### src/minimum_spanning_tree_top_macros.svh
// assertion macros shared by the minimum spanning tree block
// depends on nothing; included by mst_back, the module that carries checks
`ifndef MINIMUM_SPANNING_TREE_TOP_MACROS_SVH
`define MINIMUM_SPANNING_TREE_TOP_MACROS_SVH

// check that is off while reset is high
`define MST_ASSERT(lbl, clk, rst, prop, msg) \
   lbl: assert property (@(posedge clk) disable iff (rst) prop) else $error(msg);

// check that also holds during reset
`define MST_ASSERT_ALWAYS(lbl, clk, prop, msg) \
   lbl: assert property (@(posedge clk) prop) else $error(msg);

`endif

### src/mst_pkg.sv
// types, sizes and state codes of the minimum spanning tree block
// depends on nothing; used by every module of the block
package mst_pkg;

   localparam int MAX_VERTICES = 32;
   localparam int MAX_EDGES    = 256;

   localparam int VERT_W       = $clog2(MAX_VERTICES);
   localparam int EDGE_IDX_W   = $clog2(MAX_EDGES);
   localparam int EDGE_CNT_W   = $clog2(MAX_EDGES + 1);
   localparam int WEIGHT_W     = 16;
   localparam int TOTAL_W      = 21;
   localparam int RANK_W       = 3;
   localparam int KEY_W        = WEIGHT_W + 2 * VERT_W;
   localparam int MAX_TREE     = MAX_VERTICES - 1;
   localparam int TREE_CNT_W   = $clog2(MAX_VERTICES);

   // sort key fields: biased weight, source, destination
   localparam int KEY_TO_LSB   = 0;
   localparam int KEY_FROM_LSB = VERT_W;
   localparam int KEY_W_LSB    = 2 * VERT_W;

   localparam int QUEUE_DEPTH  = 4;
   localparam int Q_IDX_W      = $clog2(QUEUE_DEPTH);
   localparam int Q_CNT_W      = $clog2(QUEUE_DEPTH + 1);

   typedef struct packed {
      logic [KEY_W-1:0] key;
      logic             last;
   } queue_entry_type;

   typedef enum logic [3:0] {
      ST_IDLE,
      ST_INIT,
      ST_SCAN,
      ST_PICK,
      ST_FIND,
      ST_COMPRESS,
      ST_CHECK,
      ST_EMIT,
      ST_RANK_A,
      ST_RANK_B,
      ST_TOTAL
   } back_state_type;

endpackage

### src/mst_front.sv
// front end: takes edge transactions, packs the sort key, queues them
// depends on mst_pkg
module mst_front (
   input  logic                                  clock,
   input  logic                                  reset,
   input  logic                                  req_valid,
   output logic                                  req_ready,
   input  logic [mst_pkg::VERT_W-1:0]            req_from_vertex,
   input  logic [mst_pkg::VERT_W-1:0]            req_to_vertex,
   input  logic signed [mst_pkg::WEIGHT_W-1:0]   req_edge_weight,
   input  logic                                  req_last_edge,
   output logic                                  q_valid,
   input  logic                                  q_ready,
   output mst_pkg::queue_entry_type              q_entry
);

   mst_pkg::queue_entry_type           mem_ff [mst_pkg::QUEUE_DEPTH];
   logic [mst_pkg::Q_IDX_W-1:0]        wr_ptr_ff, wr_ptr_in;
   logic [mst_pkg::Q_IDX_W-1:0]        rd_ptr_ff, rd_ptr_in;
   logic [mst_pkg::Q_CNT_W-1:0]        fill_ff, fill_in;
   mst_pkg::queue_entry_type           new_entry;
   logic                               push, pop;

   // key: weight with sign bit flipped, then source, then destination
   always_comb begin
      new_entry.key  = {~req_edge_weight[mst_pkg::WEIGHT_W-1],
                        req_edge_weight[mst_pkg::WEIGHT_W-2:0],
                        req_from_vertex, req_to_vertex};
      new_entry.last = req_last_edge;
   end

   assign req_ready = (fill_ff != mst_pkg::Q_CNT_W'(mst_pkg::QUEUE_DEPTH));
   assign q_valid   = (fill_ff != '0);
   assign q_entry   = mem_ff[rd_ptr_ff];
   assign push      = req_valid && req_ready;
   assign pop       = q_valid && q_ready;

   // queue pointers
   always_comb begin
      wr_ptr_in = push ? wr_ptr_ff + 1'b1 : wr_ptr_ff;
      rd_ptr_in = pop ? rd_ptr_ff + 1'b1 : rd_ptr_ff;
      fill_in   = fill_ff;
      if (push && !pop) begin
         fill_in = fill_ff + 1'b1;
      end else if (pop && !push) begin
         fill_in = fill_ff - 1'b1;
      end
   end

   always_ff @(posedge clock) begin
      if (reset) begin
         wr_ptr_ff <= '0;
         rd_ptr_ff <= '0;
         fill_ff   <= '0;
      end else begin
         wr_ptr_ff <= wr_ptr_in;
         rd_ptr_ff <= rd_ptr_in;
         fill_ff   <= fill_in;
      end
   end

   // queue storage
   always_ff @(posedge clock) begin
      if (push) begin
         mem_ff[wr_ptr_ff] <= new_entry;
      end
   end

endmodule

### config.mk
export PLATFORM = sky130hd
export DESIGN_NAME = mst_front
export DESIGN_NICKNAME = d
export VERILOG_FILES = /design/src/minimum_spanning_tree_top_macros.svh /design/src/mst_pkg.sv /design/src/mst_front.sv
export SDC_FILE = /design/constraint.sdc
export NUM_CORES = 1
export LEC_CHECK = 0
export BUFFER_PORTS_ARGS = -buffer_cell sky130_fd_sc_hd__buf_2
export CORE_ASPECT_RATIO = 1.75
export CORE_MARGIN = 8
export CORE_UTILIZATION = 40
export CTS_CLUSTER_DIAMETER = 30
export DETAILED_ROUTE_END_ITERATION = 8
export GPL_ROUTABILITY_DRIVEN = 0
export PLACE_DENSITY_LB_ADDON = 0.08
export SYNTH_ARGS = -nofsm -noshare
export SYNTH_HDL_FRONTEND = slang
export SYNTH_SLANG_ARGS = --single-unit
export TNS_END_PERCENT = 20
### constraint.sdc
create_clock -name clock -period 5.7 [get_ports clock]
set_input_delay 0 -clock clock [delete_from_list [all_inputs] [get_ports clock]]
set_output_delay 0 -clock clock [all_outputs]
set_load 0.005 [all_outputs]
==> metrics.txt, run 1 <==
run status complete, no violations; final worst slack 3.47 ns; crit path from fill_ff[0]$_SDFFE_PP0P_; initial antenna violation count 0; DP HPWL 5110 um; met2 usage 21.4%; Worst Tran Pin Value 0.952 ns; reg-to-reg endpoint fill_ff[2]$_SDFFE_PP0P_; Post-Syn Instances 190; CP Launch Type flop; slowest stage delay, CP 0.44 ns; CP max stage cell dfxtp_1; setup slack at placement 3.47 ns; FMAX 449 MHz; mean post-synth cell area 23.2 sq um; Cell Rows 51; H-tree levels 4; Hold WC Path Type primary input to flop; CTS clk-pin slew, worst paths 0.05 ns; Yosys cell types 24; Worst R2R Setup Slack 3.47 ns; crit path kind flop to flop; Comb pwr share 17.6%; Slew HR 36.6%; routed length per instance 18.5 um; cts bufs inserted 17; met1 Usage GRT 12.0%; antenna-violating nets left 0; Layout fillers 929; PortBufs 59; Longest Clk Path Bufs 2; detailed-route DRC error count 0; Fin. Hold Viols 0; Tot GR Track Use 11.9%; Vias/cell 4.87; Int Pwr 1.97 mW; post-CTS resize count 0; register share of total power 43.7%; Initial Util 40.2%; commonest non-fill, non-tap cell in the layout edfxtp_1; critical path arrival 2.55 ns; detailed-route via count 2127; # hold bufs at CTS 28; Worst Skew 0.0130 ns; Post-Syn Nets 227; CP cell instances nor2_1 > a21boi_2 > ha_1 > inv_1 > fa_1 > xor2_1 > or3_1 > a21oi_1; core footprint 11000 sq um; worst vdd ir 0.292 mV; RSZ-0062 raised after global routing false; Worst-Skew Late Latency 0.40 ns; Clk pwr share 38.7%; Die H 155 um; PwrDens 455 nW/um^2; boundary pin count 60; worst path required time 6.02 ns; n_diodes 0; DIE WIDTH 95.4 um; vias in the first global route 2411; P_sw 613 uW; setup repair bufs after CTS 0; Final Critical Period 2.23 ns; commonest cells after routing, fill and taps aside edfxtp_1, buf_2, dlygate4sd3_1, mux4_2, clkbuf_16; Setup-failing EPs final 0; Final period util 39.1%; CP max FO 7; final slew viol count 0; Mapped Area 4410 sq um; Pre-Repair DR Iteration Count 4; Worst setup EP type flop; # clock sinks 117; post-synthesis sequential area ratio 77.6%; Switching Share 23.7%; CTS tree built; total routed wirelength 8100 um; Reg2Reg Depth 8; Leakage 2.01 nW; die area 14800 sq um; Synth Register Bits 117; GR Overflow Total 0; share of layout cells above drive strength 1 37.7%; Ys Warns 0; pin count of the biggest net entering global routing 28; max-cap violation count 0; routing usage on met3 4.29%; busiest grt layer met2; critical path endpoint fill_ff[2]$_SDFFE_PP0P_; Iteration-0 DRC Markers 111; setup TNS 0 ns; RR Startpoint fill_ff[0]$_SDFFE_PP0P_; Syn-to-layout area delta 28.7%; first-pass GRT wire length 12700 um; Clock Tree Root clkbuf_16; Nets 329
-- cell type report --
type,count,area (sq um),area share [%]
Clock buffer,23,468,8.24
Clock inverter,9,104,1.83
Inverter,4,15.0,0.264
Multi-Input combinational cell,62,907,16.0
Sequential cell,117,3420,60.3
Tap cell,132,165,2.91
Timing Repair Buffer,90,598,10.5
-- synth_stat cells --
cell type | n | area [sq um]
o21ai_0 | 1 | 5.00
or3_1 | 2 | 12.5
a21oi_1 | 1 | 5.00
mux4_2 | 20 | 450
nand2b_1 | 2 | 12.5
nor2_1 | 8 | 30.0
mux2_2 | 1 | 11.3
buf_6 | 1 | 11.3
buf_12 | 2 | 40.0
nand2_1 | 1 | 3.75
mux4_1 | 7 | 184
dfxtp_1 | 9 | 180
mux2i_1 | 2 | 20.0
edfxtp_1 | 108 | 3240
a21boi_2 | 1 | 11.3
fa_1 | 1 | 20.0
xor2_1 | 4 | 35.0
and2_1 | 4 | 25.0
o31ai_1 | 1 | 7.51
inv_1 | 4 | 15.0
o311ai_0 | 1 | 8.76
ha_1 | 5 | 62.6
buf_2 | 3 | 15.0
clkbuf_1 | 1 | 3.75
-- cells by family (layout without fill, tap and decap cells) --
logic type | Yosys count | after routing | share of synthesized area [%]
xor+xnor | 4 | 4 | 0.794
mux | 30 | 30 | 15.1
simple gates | 17 | 17 | 1.90
buf+inv | 11 | 126 | 1.93
fa+ha+maj | 6 | 6 | 1.87
compound gates | 5 | 5 | 0.850
flops | 117 | 117 | 77.6
-- layer usage --
layer	vias up	share of wire (%)
met5	-	0
li1	992	-
met3	7	4.0
met1	1079	38
met4	0	1.1
met2	49	57
-- power groups by stage --
stage	Combinational, mW	Clock [mW]	Sequential [mW]
after global routing	0.505	1.06	1.15
after CTS	0.475	1.02	1.14
after detailed placement	0.457	0	1.15
after floorplan	0.352	0	1.09
after global placement	0.459	0	1.15
final	0.455	1.00	1.13
-- worst min path at each step --
stage	start	end	slack (ns)	cells past startpoint
2_1_floorplan	req_last_edge	mem_ff[0][0]$_DFFE_PP_	0.1	0
3_3_place_gp	req_edge_weight[13]	mem_ff[1][24]$_DFFE_PP_	0.22	1
3_5_place_dp	req_to_vertex[3]	mem_ff[1][4]$_DFFE_PP_	0.22	1
4_1_cts	q_ready	rd_ptr_ff[0]$_SDFFE_PP0P_	0.02	4
5_1_grt	q_ready	rd_ptr_ff[0]$_SDFFE_PP0P_	0.03	4
6_report	q_ready	rd_ptr_ff[0]$_SDFFE_PP0P_	0.03	4
-- worst max-delay path, delay by kind of cell, from the launching register on --
family / cells / cell delay, ns
fa+ha+maj: 2 / 0.62
compound gates: 2 / 0.45
flops: 1 / 0.44
simple gates: 2 / 0.41
xor+xnor: 1 / 0.18
buf+inv: 1 / 0.06
-- stage by stage --
step	hold slack, ns	total power, mW	cells	util, %	cell area, sq um
2_1_floorplan	0.0989	1.44	190	-	4410
3_3_place_gp	0.218	1.61	377	44.0	4830
3_5_place_dp	0.218	1.61	377	44.0	4830
4_1_cts	0.0204	2.63	437	51.8	5680
5_1_grt	0.0307	2.71	437	51.8	5680
6_report	0.0266	2.58	437	51.8	5680
-- registers in the layout (all words and copies together), names as in the netlist, named ones only --
register,flops
rd_ptr_ff,2
fill_ff,3
mem_ff,108
wr_ptr_ff,2
No activity file was read; power rests on OpenSTA's default activity.
==> inputs of run 2 (changes only) <==
Settings changed: ABC_AREA set to 1.
Clock period 5.7 ns to 2.03 ns, I/O delays scaled along.
==> metrics.txt, run 2 <==
largest register by flop count mem_ff; Worst Skew 0.00454 ns; post-layout util 53.1%; Ys Warns 0; cts bufs inserted 17; Pre-Repair DR Iteration Count 4; detailed-route via count 2887; Final period util 89.3%; Leakage 2.18 nW; Initial Util 41.0%; post-synthesis sequential area ratio 75.2%; first-pass GRT wire length 15800 um; critical path arrival 1.81 ns; initial antenna violation count 0; Synth top area share 71.3%; Async SR Flop Fraction 0%; CTS tree built; PwrDens 1290 nW/um^2; Synth area leaders edfxtp_1, nor2_1, dfxtp_1; routed length per instance 16.8 um; max-cap violation count 0; n_diodes 0; final slew viol count 0; Syn-to-layout area delta 29.7%; Largest register FFs 108; FMAX 552 MHz; Longest Clk Path Bufs 2; Synth Register Bits 117; Nets 474; crit path kind flop to output pin; commonest cells after routing, fill and taps aside edfxtp_1, nor2_1, buf_2, o21ai_0, dlygate4sd3_1; setup TNS 0 ns; DIE WIDTH 96.6 um; Cell Rows 51; Mapped Area 4550 sq um; Post-Syn Nets 367; Largest regs mem_ff (108), fill_ff (3); CP cell instances buf_4 > o21ai_0 > o22ai_1 > buf_2; H-tree levels 4; Worst Tran Pin Value 0.466 ns; Fin. Hold Viols 0; cell with the most instances after synthesis edfxtp_1; total routed wirelength 9800 um; core footprint 11100 sq um; run status complete, no violations; worst hold margin 0.347 ns; # clock sinks 117; GR Overflow Total 0; Total Power 7.62 mW; worst path required time 2.03 ns; Layout fillers 1001; Clock Tree Root clkbuf_16; boundary pin count 60; vias in the first global route 3056; Slew HR 68.9%; pin count of the biggest net entering global routing 55; CP max stage cell dfxtp_2; Post-Syn Instances 330; CP Launch Type flop; area of the multi-input gates 932 sq um; PortBufs 59; share of layout cells above drive strength 1 25.6%; post-CTS resize count 0; RSZ-0062 raised after global routing false; antenna-violating nets left 0; die area 15200 sq um; Vias/cell 4.96; DP HPWL 6060 um; Die H 157 um; Worst-Skew Late Latency 0.40 ns; Hold WC Path Type primary input to flop; Final Critical Period 1.81 ns; register area 3420 sq um; mean post-synth cell area 13.8 sq um; Yosys cell types 22; dpl cells 519; Final Instance Count excl. Fillers 582; Post-synth top cells edfxtp_1, nor2_1, o21ai_0; commonest non-fill, non-tap cell in the layout edfxtp_1; detailed-route DRC error count 0; Worst setup EP type output pin; CP max FO 20; Setup-failing EPs final 0; slowest stage delay, CP 0.62 ns; Iteration-0 DRC Markers 98; setup repair bufs after CTS 0; CTS clk-pin slew, worst paths 0.05 ns; Post-synth top flop edfxtp_1; Post-synth EDFFs 108; worst vdd ir 0.774 mV; cell accounting for the most synthesized area edfxtp_1; Tot GR Track Use 13.4%
run 2: cell types whose count changed after synthesis, sizes merged, moves of 3 or more:
cell   delta
nor2     +60
o21ai    +54
mux4     -27
o22ai    +27
nand2    +14
inv      +12
buf       +8
and2      -4
nand3     +4
xor2      -3
run 2: path summary, 6_finish.rpt:
| check | end | cells past startpoint | slack [ns] | from |
|---|---|---|---|---|
| hold / removal | mem_ff[0][20]$_DFFE_PP_ | 2 | 0.35 | req_edge_weight[9] |
| setup / recovery | q_entry[17] | 4 | 0.22 | flop |
| setup reg to reg | fill_ff[2]$_SDFFE_PP0P_ | 13 | 0.26 | fill_ff[0]$_SDFFE_PP0P_ |
| hold reg to reg | rd_ptr_ff[0]$_SDFFE_PP0P_ | 2 | 0.51 | rd_ptr_ff[0]$_SDFFE_PP0P_ |
run 2: layout make-up:
class	count	area share (%)
tap	132	2.80
timing repair buffer	104	12.0
clock inverter	14	2.74
multi-input combinational	180	15.8
inverter	17	1.29
sequential	117	58.0
clock buffer	18	7.27
run 2: per-layer routing:
| layer | GRT usage (%) | vias to the layer above | wire (um) |
|---|---|---|---|
| li1 | - | 1419 | - |
| met1 | 13.6 | 1382 | 3930 |
| met2 | 24.3 | 72 | 5240 |
| met3 | 4.12 | 14 | 453 |
| met4 | 6.26 | 0 | 184 |
| met5 | 0 | - | 0 |
run 2: worst max-delay path, delay by kind of cell, from the launching register on:
family                 cells  cell delay (ns)
buffers and inverters      2             0.46
AO/OA/AOI/OAI              2             0.32
flip-flops                 1             0.62
run 2: per-stage QoR:
stage / worst slack (ns) / area [sq um]
floorplan: -0.164 / 4550
finish: 0.217 / 5900
CTS: 0.154 / 5900
detailed placement: 0.250 / 5000
global placement: 0.292 / 5000
global route: 0.0685 / 5900
run 2: power breakdown:
part / switching [mW] / internal [mW]
clock network: 1.02 / 1.92
registers: 0.139 / 2.94
logic: 0.977 / 0.635
total: 2.13 / 5.49
run 2: timing repair:
action | CTS | global route
hold endpoints to repair | 117 | 0
endpoints found under the setup margin | 0 | 0
hold buffers | 31 | 0
run 2: kinds of logic after synthesis:
group | count (synthesis) | share of synthesized area, %
AO/OA/AOI/OAI | 85 | 10.1
AND/OR/NAND/NOR | 88 | 7.73
XOR/XNOR | 1 | 0.193
flip-flops | 117 | 75.2
buffers and inverters | 33 | 4.92
adder cells (fa/ha/maj) | 6 | 1.82
==> inputs of run 3 (changes only) <==
Settings changed: CELL_PAD_IN_SITES_DETAIL_PLACEMENT set to 1, CELL_PAD_IN_SITES_GLOBAL_PLACEMENT set to 1.
==> metrics.txt, run 3 (synthesis gave the netlist of run 2 again) <==
max-cap violation count 0; Clk pwr share 36.9%; setup repair bufs after CTS 0; Vias/cell 5.03; cts bufs inserted 17; boundary pin count 60; run status complete, no violations; Iteration-0 DRC Markers 54; design area 5890 sq um; Die H 157 um; slowest stage delay, CP 0.38 ns; Worst Skew 0.00778 ns; final slew viol count 0; DP HPWL 6700 um; post-layout util 53.0%; detailed-route DRC error count 0; final worst slack 0.205 ns; largest register by flop count mem_ff; vias in the first global route 3218; Setup-failing EPs final 0; RSZ-0062 raised after global routing false; H-tree levels 4; RR Startpoint fill_ff[1]$_SDFFE_PP0P_; CP max stage cell fa_1; initial antenna violation count 0; share of layout cells above drive strength 1 24.8%; Switching Share 27.8%; CP max FO 4; Worst-Skew Late Latency 0.40 ns; CP cell instances nor2_2 > nand2_2 > nand2_2 > ha_1 > inv_1 > fa_1 > inv_1 > nand2_1 > nand3_1 > nand2_1 > nand2_1 > nor2_1; DIE WIDTH 96.6 um; critical path arrival 2.12 ns; Largest regs mem_ff (108), fill_ff (3); n_diodes 0; most frequent cell on the critical path nand2_1; Pre-Repair DR Iteration Count 4; commonest non-fill, non-tap cell in the layout edfxtp_1; FMAX 548 MHz; die area 15200 sq um; Clock Tree Root clkbuf_16; crit path kind flop to flop; Slew HR 70.4%; CTS tree built; commonest cells after routing, fill and taps aside edfxtp_1, nor2_1, buf_2, o21ai_0, dlygate4sd3_1; PortBufs 59; Largest register FFs 108; register share of total power 41.1%; Initial Util 41.0%; routed length per instance 17.8 um; worst path required time 2.32 ns; total routed wirelength 10300 um; worst vdd ir 0.793 mV; CP Launch Type flop; Cell Rows 51; PwrDens 1270 nW/um^2; post-CTS resize count 0; Int Pwr 5.41 mW; Fin. Hold Viols 0; GR Overflow Total 0; Worst Tran Pin Value 0.444 ns; Nets 472; worst hold margin 0.348 ns; Final period util 89.9%; setup TNS 0 ns; # hold bufs at CTS 31; Final Critical Period 1.82 ns; Tot GR Track Use 14.1%; Comb pwr share 22.0%; hold path start req_edge_weight[4]; Worst setup EP type flop; P_sw 2.08 mW; setup slack at placement 0.188 ns; pin count of the biggest net entering global routing 55; Hold WC Path Type primary input to flop; Area after DPL 5010 sq um; crit path from fill_ff[1]$_SDFFE_PP0P_; Longest Clk Path Bufs 2; detailed-route via count 2915; Leakage 2.18 nW; Syn-to-layout area delta 29.4%; core footprint 11100 sq um; antenna-violating nets left 0; first-pass GRT wire length 16500 um; CTS clk-pin slew, worst paths 0.05 ns; # clock sinks 117
## run 3: changes by cell type in the layout (fill, tap and decap cells not counted), sizes merged
cell      delta
clkbuf      +11
clkinvlp     -3
clkinv       -5
buf          -2
bufinv       -3
## run 3: power by group through the flow
stage / clock network, mW / logic (mW) / registers, mW
after floorplan: 0 / 1.05 / 3.06
after detailed placement: 0 / 1.65 / 3.13
after global placement: 0 / 1.60 / 3.12
final: 2.76 / 1.65 / 3.08
after CTS: 2.82 / 1.71 / 3.08
after global routing: 2.90 / 1.87 / 3.11
## run 3: cell type report
| class | instances | area (sq um) |
|---|---|---|
| sequential | 117 | 3420 |
| timing repair buffer | 102 | 721 |
| clock buffer | 29 | 552 |
| inverter | 17 | 76.3 |
| clock inverter | 3 | 15.0 |
| fill | 1152 | 5220 |
| tap | 132 | 165 |
| multi-input combinational | 180 | 932 |
## run 3: through the flow
stage	total power, mW	instances
2_1_floorplan	4.11	330
3_3_place_gp	4.72	517
3_5_place_dp	4.78	517
4_1_cts	7.61	580
5_1_grt	7.88	580
6_report	7.49	580
## run 3: routing by layer
layer  global-route usage, %  up-vias  share of wire [%]  wire [um]
met5                       0        -                  0          0
met4                    5.31        0                1.3        132
met3                    4.61       13                3.9        407
met2                    26.9       46                 56       5810
met1                    13.7     1442                 38       3960
li1                        -     1414                  -          -
## run 3: final timing paths
check	slack, ns	to	cells past startpoint
hold reg to reg	0.52	rd_ptr_ff[1]$_SDFFE_PP0P_	2
hold / removal	0.35	mem_ff[2][15]$_DFFE_PP_	2
setup reg to reg	0.21	fill_ff[2]$_SDFFE_PP0P_	12
setup / recovery	0.21	fill_ff[2]$_SDFFE_PP0P_	12
## run 3: worst max-delay path, delay by kind of cell, from the launching register on
kind          cells  cell delay [ns]
flops             1             0.34
buf+inv           2             0.14
simple gates      8             0.68
fa+ha+maj         2             0.56
